$ cat config.mk
export PLATFORM = sky130hd
export DESIGN_NAME = lcab_seq
export DESIGN_NICKNAME = d
export VERILOG_FILES = /design/src/hw/rtl/lcab_pkg.sv /design/src/hw/rtl/lcab_seq.sv
export SDC_FILE = /design/constraint.sdc
export NUM_CORES = 1
export LEC_CHECK = 0
export BUFFER_PORTS_ARGS = -buffer_cell sky130_fd_sc_hd__buf_2
export CORE_MARGIN = 1.5
export CORE_UTILIZATION = 40
export DETAILED_ROUTE_END_ITERATION = 10
export PLACE_DENSITY = 0.6
export SYNTH_ARGS = -nofsm -noshare
export SYNTH_HDL_FRONTEND = slang
export SYNTH_SLANG_ARGS = --single-unit
$ cat constraint.sdc
create_clock -name clk -period 4.6 [get_ports clk]
set_clock_uncertainty 0.15 [all_clocks]
set_input_delay 0.23 -clock clk [delete_from_list [all_inputs] [get_ports clk]]
set_output_delay 0.23 -clock clk [all_outputs]
set_load 0.02 [all_outputs]
$ cat src/hw/rtl/lcab_pkg.sv
// Shared types, opcodes and the microprogram for the binary-lifting LCA engine.
// No dependencies; imported by lcab_seq, lcab_dp and lca_binary_lifting.
`timescale 1ns / 1ps
`default_nettype none

package lcab_pkg;

    localparam int NODE_W  = 10;   // width of a node id on the ports
    localparam int DEPTH_W = 10;   // depth of any loadable node fits here
    localparam int PC_W    = 4;

    localparam logic CMD_ADD   = 1'b0;
    localparam logic CMD_QUERY = 1'b1;

    typedef struct packed {
        logic              cmd;
        logic [NODE_W-1:0] node_a;
        logic [NODE_W-1:0] node_b;
    } req_t;

    typedef struct packed {
        logic [NODE_W-1:0] ancestor;
        logic              status;
    } rsp_t;

    // datapath operations
    typedef logic [3:0] op_t;
    localparam op_t OP_NOP   = 4'd0;
    localparam op_t OP_CLR   = 4'd1;
    localparam op_t OP_LOAD  = 4'd2;
    localparam op_t OP_ACHK  = 4'd3;
    localparam op_t OP_FILL  = 4'd4;
    localparam op_t OP_QCHK  = 4'd5;
    localparam op_t OP_LIFT  = 4'd6;
    localparam op_t OP_QEQ   = 4'd7;
    localparam op_t OP_MEET  = 4'd8;
    localparam op_t OP_QLAST = 4'd9;
    localparam op_t OP_EMIT  = 4'd10;

    // hold conditions: the step repeats while the condition is unmet
    typedef logic [2:0] wait_t;
    localparam wait_t W_NONE = 3'd0;
    localparam wait_t W_IN   = 3'd1;
    localparam wait_t W_OUT  = 3'd2;
    localparam wait_t W_NZ   = 3'd3;
    localparam wait_t W_FILL = 3'd4;
    localparam wait_t W_CLR  = 3'd5;

    // jump conditions, checked once the step no longer holds
    typedef logic [2:0] jump_t;
    localparam jump_t J_NONE   = 3'd0;
    localparam jump_t J_ALWAYS = 3'd1;
    localparam jump_t J_QUERY  = 3'd2;
    localparam jump_t J_ERR    = 3'd3;
    localparam jump_t J_SAME   = 3'd4;

    typedef logic [PC_W-1:0] pc_t;
    localparam pc_t PC_CLR   = 4'd0;
    localparam pc_t PC_IDLE  = 4'd1;
    localparam pc_t PC_ACHK  = 4'd2;
    localparam pc_t PC_FILL  = 4'd3;
    localparam pc_t PC_QCHK  = 4'd4;
    localparam pc_t PC_LIFT  = 4'd5;
    localparam pc_t PC_QEQ   = 4'd6;
    localparam pc_t PC_MEET  = 4'd7;
    localparam pc_t PC_QLAST = 4'd8;
    localparam pc_t PC_EMIT  = 4'd9;

    typedef struct packed {
        op_t   op;
        wait_t wt;
        jump_t jmp;
        pc_t   tgt;
    } uword_t;

    // sequencer -> datapath
    typedef struct packed {
        op_t  op;
        logic step_en;   // low while an IDLE/EMIT step waits on a handshake
    } ctrl_t;

    // datapath -> sequencer
    typedef struct packed {
        logic query;
        logic err;
        logic same;
        logic lev_zero;
        logic fill_last;
        logic clr_last;
    } stat_t;

    function automatic uword_t ucode(input pc_t pc);
        uword_t w;
        case (pc)
            PC_CLR:   w = '{op: OP_CLR,   wt: W_CLR,  jmp: J_NONE,   tgt: PC_IDLE};
            PC_IDLE:  w = '{op: OP_LOAD,  wt: W_IN,   jmp: J_QUERY,  tgt: PC_QCHK};
            PC_ACHK:  w = '{op: OP_ACHK,  wt: W_NONE, jmp: J_ERR,    tgt: PC_EMIT};
            PC_FILL:  w = '{op: OP_FILL,  wt: W_FILL, jmp: J_ALWAYS, tgt: PC_EMIT};
            PC_QCHK:  w = '{op: OP_QCHK,  wt: W_NONE, jmp: J_ERR,    tgt: PC_EMIT};
            PC_LIFT:  w = '{op: OP_LIFT,  wt: W_NZ,   jmp: J_NONE,   tgt: PC_QEQ};
            PC_QEQ:   w = '{op: OP_QEQ,   wt: W_NONE, jmp: J_SAME,   tgt: PC_EMIT};
            PC_MEET:  w = '{op: OP_MEET,  wt: W_NZ,   jmp: J_NONE,   tgt: PC_QLAST};
            PC_QLAST: w = '{op: OP_QLAST, wt: W_NONE, jmp: J_NONE,   tgt: PC_EMIT};
            PC_EMIT:  w = '{op: OP_EMIT,  wt: W_OUT,  jmp: J_ALWAYS, tgt: PC_IDLE};
            default:  w = '{op: OP_NOP,   wt: W_NONE, jmp: J_ALWAYS, tgt: PC_IDLE};
        endcase
        return w;
    endfunction

endpackage

`default_nettype wire

$ cat src/hw/rtl/lcab_seq.sv
// Microcode sequencer: program counter, control ROM lookup, hold and jump logic.
// Depends on lcab_pkg.
`timescale 1ns / 1ps
`default_nettype none

module lcab_seq (
    input  wire logic            clk,
    input  wire logic            rst_n,
    input  wire logic            req_valid,
    output logic                 req_ready,
    input  wire logic            out_free,
    input  wire lcab_pkg::stat_t stat,
    output lcab_pkg::ctrl_t      ctrl
);
    import lcab_pkg::*;

    pc_t    pc_reg;
    pc_t    pc_next;
    uword_t uw;
    logic   hold;
    logic   jump;

    always_comb
    begin
        uw = ucode(pc_reg);

        case (uw.wt)
            W_NONE:  hold = 1'b0;
            W_IN:    hold = !req_valid;
            W_OUT:   hold = !out_free;
            W_NZ:    hold = !stat.lev_zero;
            W_FILL:  hold = !stat.fill_last;
            W_CLR:   hold = !stat.clr_last;
            default: hold = 1'b0;
        endcase

        case (uw.jmp)
            J_NONE:   jump = 1'b0;
            J_ALWAYS: jump = 1'b1;
            J_QUERY:  jump = stat.query;
            J_ERR:    jump = stat.err;
            J_SAME:   jump = stat.same;
            default:  jump = 1'b0;
        endcase

        if (hold)
        begin
            pc_next = pc_reg;
        end
        else if (jump)
        begin
            pc_next = uw.tgt;
        end
        else
        begin
            pc_next = pc_reg + pc_t'(1);
        end

        req_ready    = (uw.wt == W_IN);
        ctrl.op      = uw.op;
        // loops run their op every pass; handshake waits do not
        ctrl.step_en = !(hold && (uw.wt == W_IN || uw.wt == W_OUT));
    end

    always_ff @(posedge clk or negedge rst_n)
    begin
        if (!rst_n)
        begin
            pc_reg <= PC_CLR;
        end
        else
        begin
            pc_reg <= pc_next;
        end
    end

    // program counter stays inside the microprogram
    a_pc_range: assert property (@(posedge clk) disable iff (!rst_n)
        pc_reg <= PC_EMIT)
        else $error("sequencer left the microprogram");

endmodule

`default_nettype wire

## Yosys cells after proc, flatten, opt, wreduce, memory -nomap -nowiden

Memory sizes are Yosys's and may differ from the RTL's.
Cells that the tools add are included.

| storage, ports and cells | value |
|---|---|
| bits in registers | 4 |
| memory bits (read-only) | 224 |
| input bits | 10 |
| output and inout bits | 6 |
| word-level logic and storage cells | 23 |
| memories | 1 |

Memories:

| name | words | bits a word | read ports | clocked after Yosys merged registers in | wr ports | RTL line | text |
|---|---|---|---|---|---|---|---|
| (name not given) | 16 | 14 | 1 | 0 | 0 | lcab_pkg.sv:94 | `case (pc)` |

| cells by class | value |
|---|---|
| add/sub/neg operators | 1 |
| equal/unequal tests | 9 |
| mux-type cells | 3 |
| reduce and logical (&&, ||, !) cells | 8 |

Operators with widths:

| operator | count |
|---|---|
| $eq 3x2->1 const B | 4 |
| $eq 3x3->1 const B | 3 |
| $eq 3x1->1 const B | 2 |
| $logic_not 1->1 | 6 |
| $pmux 1 s5 | 1 |
| $add 4x1->4 const B | 1 |
| $mux 4 | 1 |
| $pmux 1 s4 | 1 |
| $logic_and 1x1->1 | 1 |
| $logic_or 1x1->1 | 1 |

## Longest topological paths before layout

An unclocked memory read counts as a cell.

| logic depth | value |
|---|---|
| depth after elaboration | 5 |
| gate-level depth with buffers | 8 |
| mapped depth without buffers | 7 |

## Least setup slack after synthesis

OpenSTA, ideal clock, no wires.

| timing | value |
|---|---|
| path type | register to output |
| start | register pc_reg[1] |
| end | output port ctrl[0] (netlist bit) |
| arrival time | 1,806 ps |
| data required time | 4,220 ps |
| setup slack | 2,414 ps |
| cell stages (with the launch flop) | 7 |
| path buffers | 1 |
| cell sequence | dfrtp_1 buf_6 inv_1 ha_1 nand2b_1 nor3_1 o21ai_1 |

RTL lines:

| element | RTL line | text |
|---|---|---|
| start, declared | lcab_seq.sv:17 | `pc_t pc_reg;` |
| start signal, assigned | lcab_seq.sv:73 | `pc_reg <= pc_next;` |
| end, declared | lcab_seq.sv:13 | `output lcab_pkg::ctrl_t ctrl` |

==> impl_metrics.json <==
{
  "drive_above_1_share_pct": 37.21,
  "wire_per_inst_um": 11.96,
  "dp.cells": 98,
  "num_vias": 556,
  "ys_seq_area_share_pct": 16.13,
  "h-tree-depth": 1,
  "die_w_um": 42.39,
  "rows": 14,
  "drc_errors": 0,
  "via_per_inst": 5.451,
  "dieArea_um2": 1797,
  "status": "completed",
  "clk_pin_slew_ps": 30,
  "finalWirelength_um": 1220,
  "grt_pass1_vias": 481,
  "ir_drop_mv": 0.3350,
  "yosysWarningCount": 0,
  "hold_viol_final": 0,
  "worst_pin_slew_ps": 532.1,
  "root_buffer": "clkbuf_4",
  "critPathKind": "reg -> out",
  "dp_hpwl_um": 943,
  "p_leak_nw": 0.3475,
  "setup_total_negative_slack_ps": 0,
  "antenna_found_initial": 0,
  "relSlewSlack_pct": 64.53,
  "place_congestion": 0.7492,
  "cts_resized": 0,
  "first_iter_violations": 3,
  "period_share_pct": 55.40,
  "syn_area_um2": 620.6,
  "start_kind": "flip-flop",
  "gr-total-overflow": 0,
  "fp.dieH_um": 42.39,
  "largest_register_ffs": 4,
  "cts_sinks": 4,
  "fillers": 162,
  "pre_cts_slack_ps": 2207,
  "cp.required_ps": 4220,
  "first_pass_iters": 3,
  "fin_crit_ps": 2549,
  "final_nets": 104,
  "cts.path.max_buffers": 2,
  "cts-buffers-inserted": 3,
  "ant_nets": 0,
  "numPortBuffers": 15,
  "fmax_mhz": 392.4,
  "rsz0062_at_grt": "no",
  "clk_latency_ps": 230,
  "arrival_ps": 2170,
  "power_density_nw_per_um2": 852.1,
  "finalSetupViolations": 0,
  "cp_max_fo": 13,
  "ys_ff_latch": 4,
  "max_cap_viol_count": 0,
  "finish.utilization_pct": 49.23,
  "grt_use_total_pct": 14.60,
  "area_delta_synth_final_pct": 16.73,
  "slew_viol_final": 0,
  "syn-num-nets": 86,
  "grt_max_degree": 17,
  "stdcell_count": 102,
  "syn-mean-instance-area_um2": 8.866,
  "cts_tree": "yes",
  "holdWs_ps": 106.6,
  "initial_core_util_pct": 42.18,
  "io-pin-count": 16,
  "end_kind": "output pin",
  "timing.final.ws_setup_ps": 2051,
  "hold_path_class": "in -> reg",
  "yosysUniqueCellTypes": 38,
  "netlist_instances": 70,
  "grt_pass1_wl_um": 2049,
  "core_area_um2": 1471,
  "antenna_cells": 0
}
## cell usage in the layout (no fill, tap or decap), drive strengths merged, types with 2 or more instances in the layout
cell     n
a21oi    2
and2b    2
buf     15
clkbuf   3
dfrtp    4
ha       6
inv      5
mux2     3
mux2i    3
nand2    5
nand2b   3
nand3    3
nand3b   2
nor2     6
nor3     2
nor3b    2
o21ai    4
## worst paths after layout
kind | from | to | slack [ps] | cells after the start
min reg2reg | pc_reg[1] | pc_reg[1] | 630 | 2
max | pc_reg[1] | ctrl[0] | 2050 | 7
max reg2reg | pc_reg[1] | pc_reg[0] | 2210 | 7
min in group asynchronous | rst_n | pc_reg[0] | 180 | 2
min | out_free | pc_reg[3] | 110 | 2
max in group asynchronous | rst_n | pc_reg[3] | 4000 | 2
## cells by family after synthesis
group | after synthesis | synth area share [%]
simple gates | 30 | 29.84
mux | 6 | 11.49
xor+xnor | 1 | 1.412
buf+inv | 8 | 6.853
compound gates | 15 | 22.18
flops | 4 | 16.13
fa+ha+maj | 6 | 12.10
## routing by layer
metal	share of wire [%]	up-vias	global-route usage [%]
li1	-	289	-
met1	46	254	18.88
met2	50	13	25.85
met3	3.9	0	1.293
met4	0	0	3.750
met5	0	-	0
## cells in the mapped netlist
cell type | count | area share [%]
mux2_2 | 1 | 1.8
nor2_1 | 6 | 3.6
xnor2_1 | 1 | 1.4
and4b_1 | 1 | 1.6
a21oi_1 | 2 | 1.6
nand2_1 | 5 | 3.0
a31o_2 | 1 | 1.4
or3_1 | 1 | 1.0
inv_2 | 1 | 0.60
and3_4 | 1 | 1.8
nor3b_2 | 1 | 2.0
o21ai_0 | 1 | 0.81
nand2b_1 | 3 | 3.0
buf_4 | 1 | 1.2
nor3_2 | 1 | 1.6
o21ai_1 | 3 | 2.4
o31ai_2 | 1 | 2.0
ha_1 | 6 | 12
mux2i_1 | 3 | 4.8
a22oi_1 | 1 | 1.2
o2bb2ai_4 | 1 | 4.4
buf_6 | 1 | 1.8
dfrtp_1 | 4 | 16
nor3_1 | 1 | 0.81
mux2_4 | 2 | 4.8
and2b_2 | 2 | 2.8
nand4b_1 | 1 | 1.4
o22ai_1 | 1 | 1.0
nand3_1 | 3 | 2.4
inv_1 | 4 | 2.4
buf_2 | 1 | 0.81
o221ai_2 | 1 | 2.4
a211oi_1 | 1 | 1.2
nor3b_1 | 1 | 1.2
nand3b_1 | 2 | 2.4
nor4_1 | 1 | 1.0
o32ai_2 | 1 | 2.6
a31oi_1 | 1 | 1.0
## worst max-delay path: stages, from the launching register on
cell	delay [ps]
dfrtp_1	610
inv_1	120
ha_1	410
nand2b_1	90
o221ai_2	220
o2bb2ai_4	210
o21ai_1	110
buf_2	170
## power by group
part           switching, W  leakage [nW]  internal [W]
sequential        0.0000566        0.0499     0.0000527
clock             0.0000122        0.0138     0.0000290
combinational      0.000244         0.284      0.000223
total              0.000313         0.348      0.000304
## stage by stage
stage	total power (W)	area, um^2
2_1_floorplan	0.0004946	620.6
3_3_place_gp	0.0005800	691.9
3_5_place_dp	0.0005827	691.9
4_1_cts	0.0006265	724.4
5_1_grt	0.0006751	724.4
6_report	0.0006173	724.4
## what timing repair did
item / 4_1_cts / 5_1_grt
setup endpoints to repair: 0 / 0
endpoints found under the hold margin: 4 / 0
setup buffers: 0 / 0
hold buffers: 1 / 0
## cell type report
cell class,count,area [um^2],share of cell area (%)
Timing Repair Buffer,16,85.08,11.74
Clock buffer,3,22.52,3.109
Tap cell,16,20.02,2.763
Multi-Input combinational cell,58,478.0,65.98
Sequential cell,4,100.1,13.82
Inverter,5,18.77,2.591
Note: power is estimated with default switching activity, not from simulation.
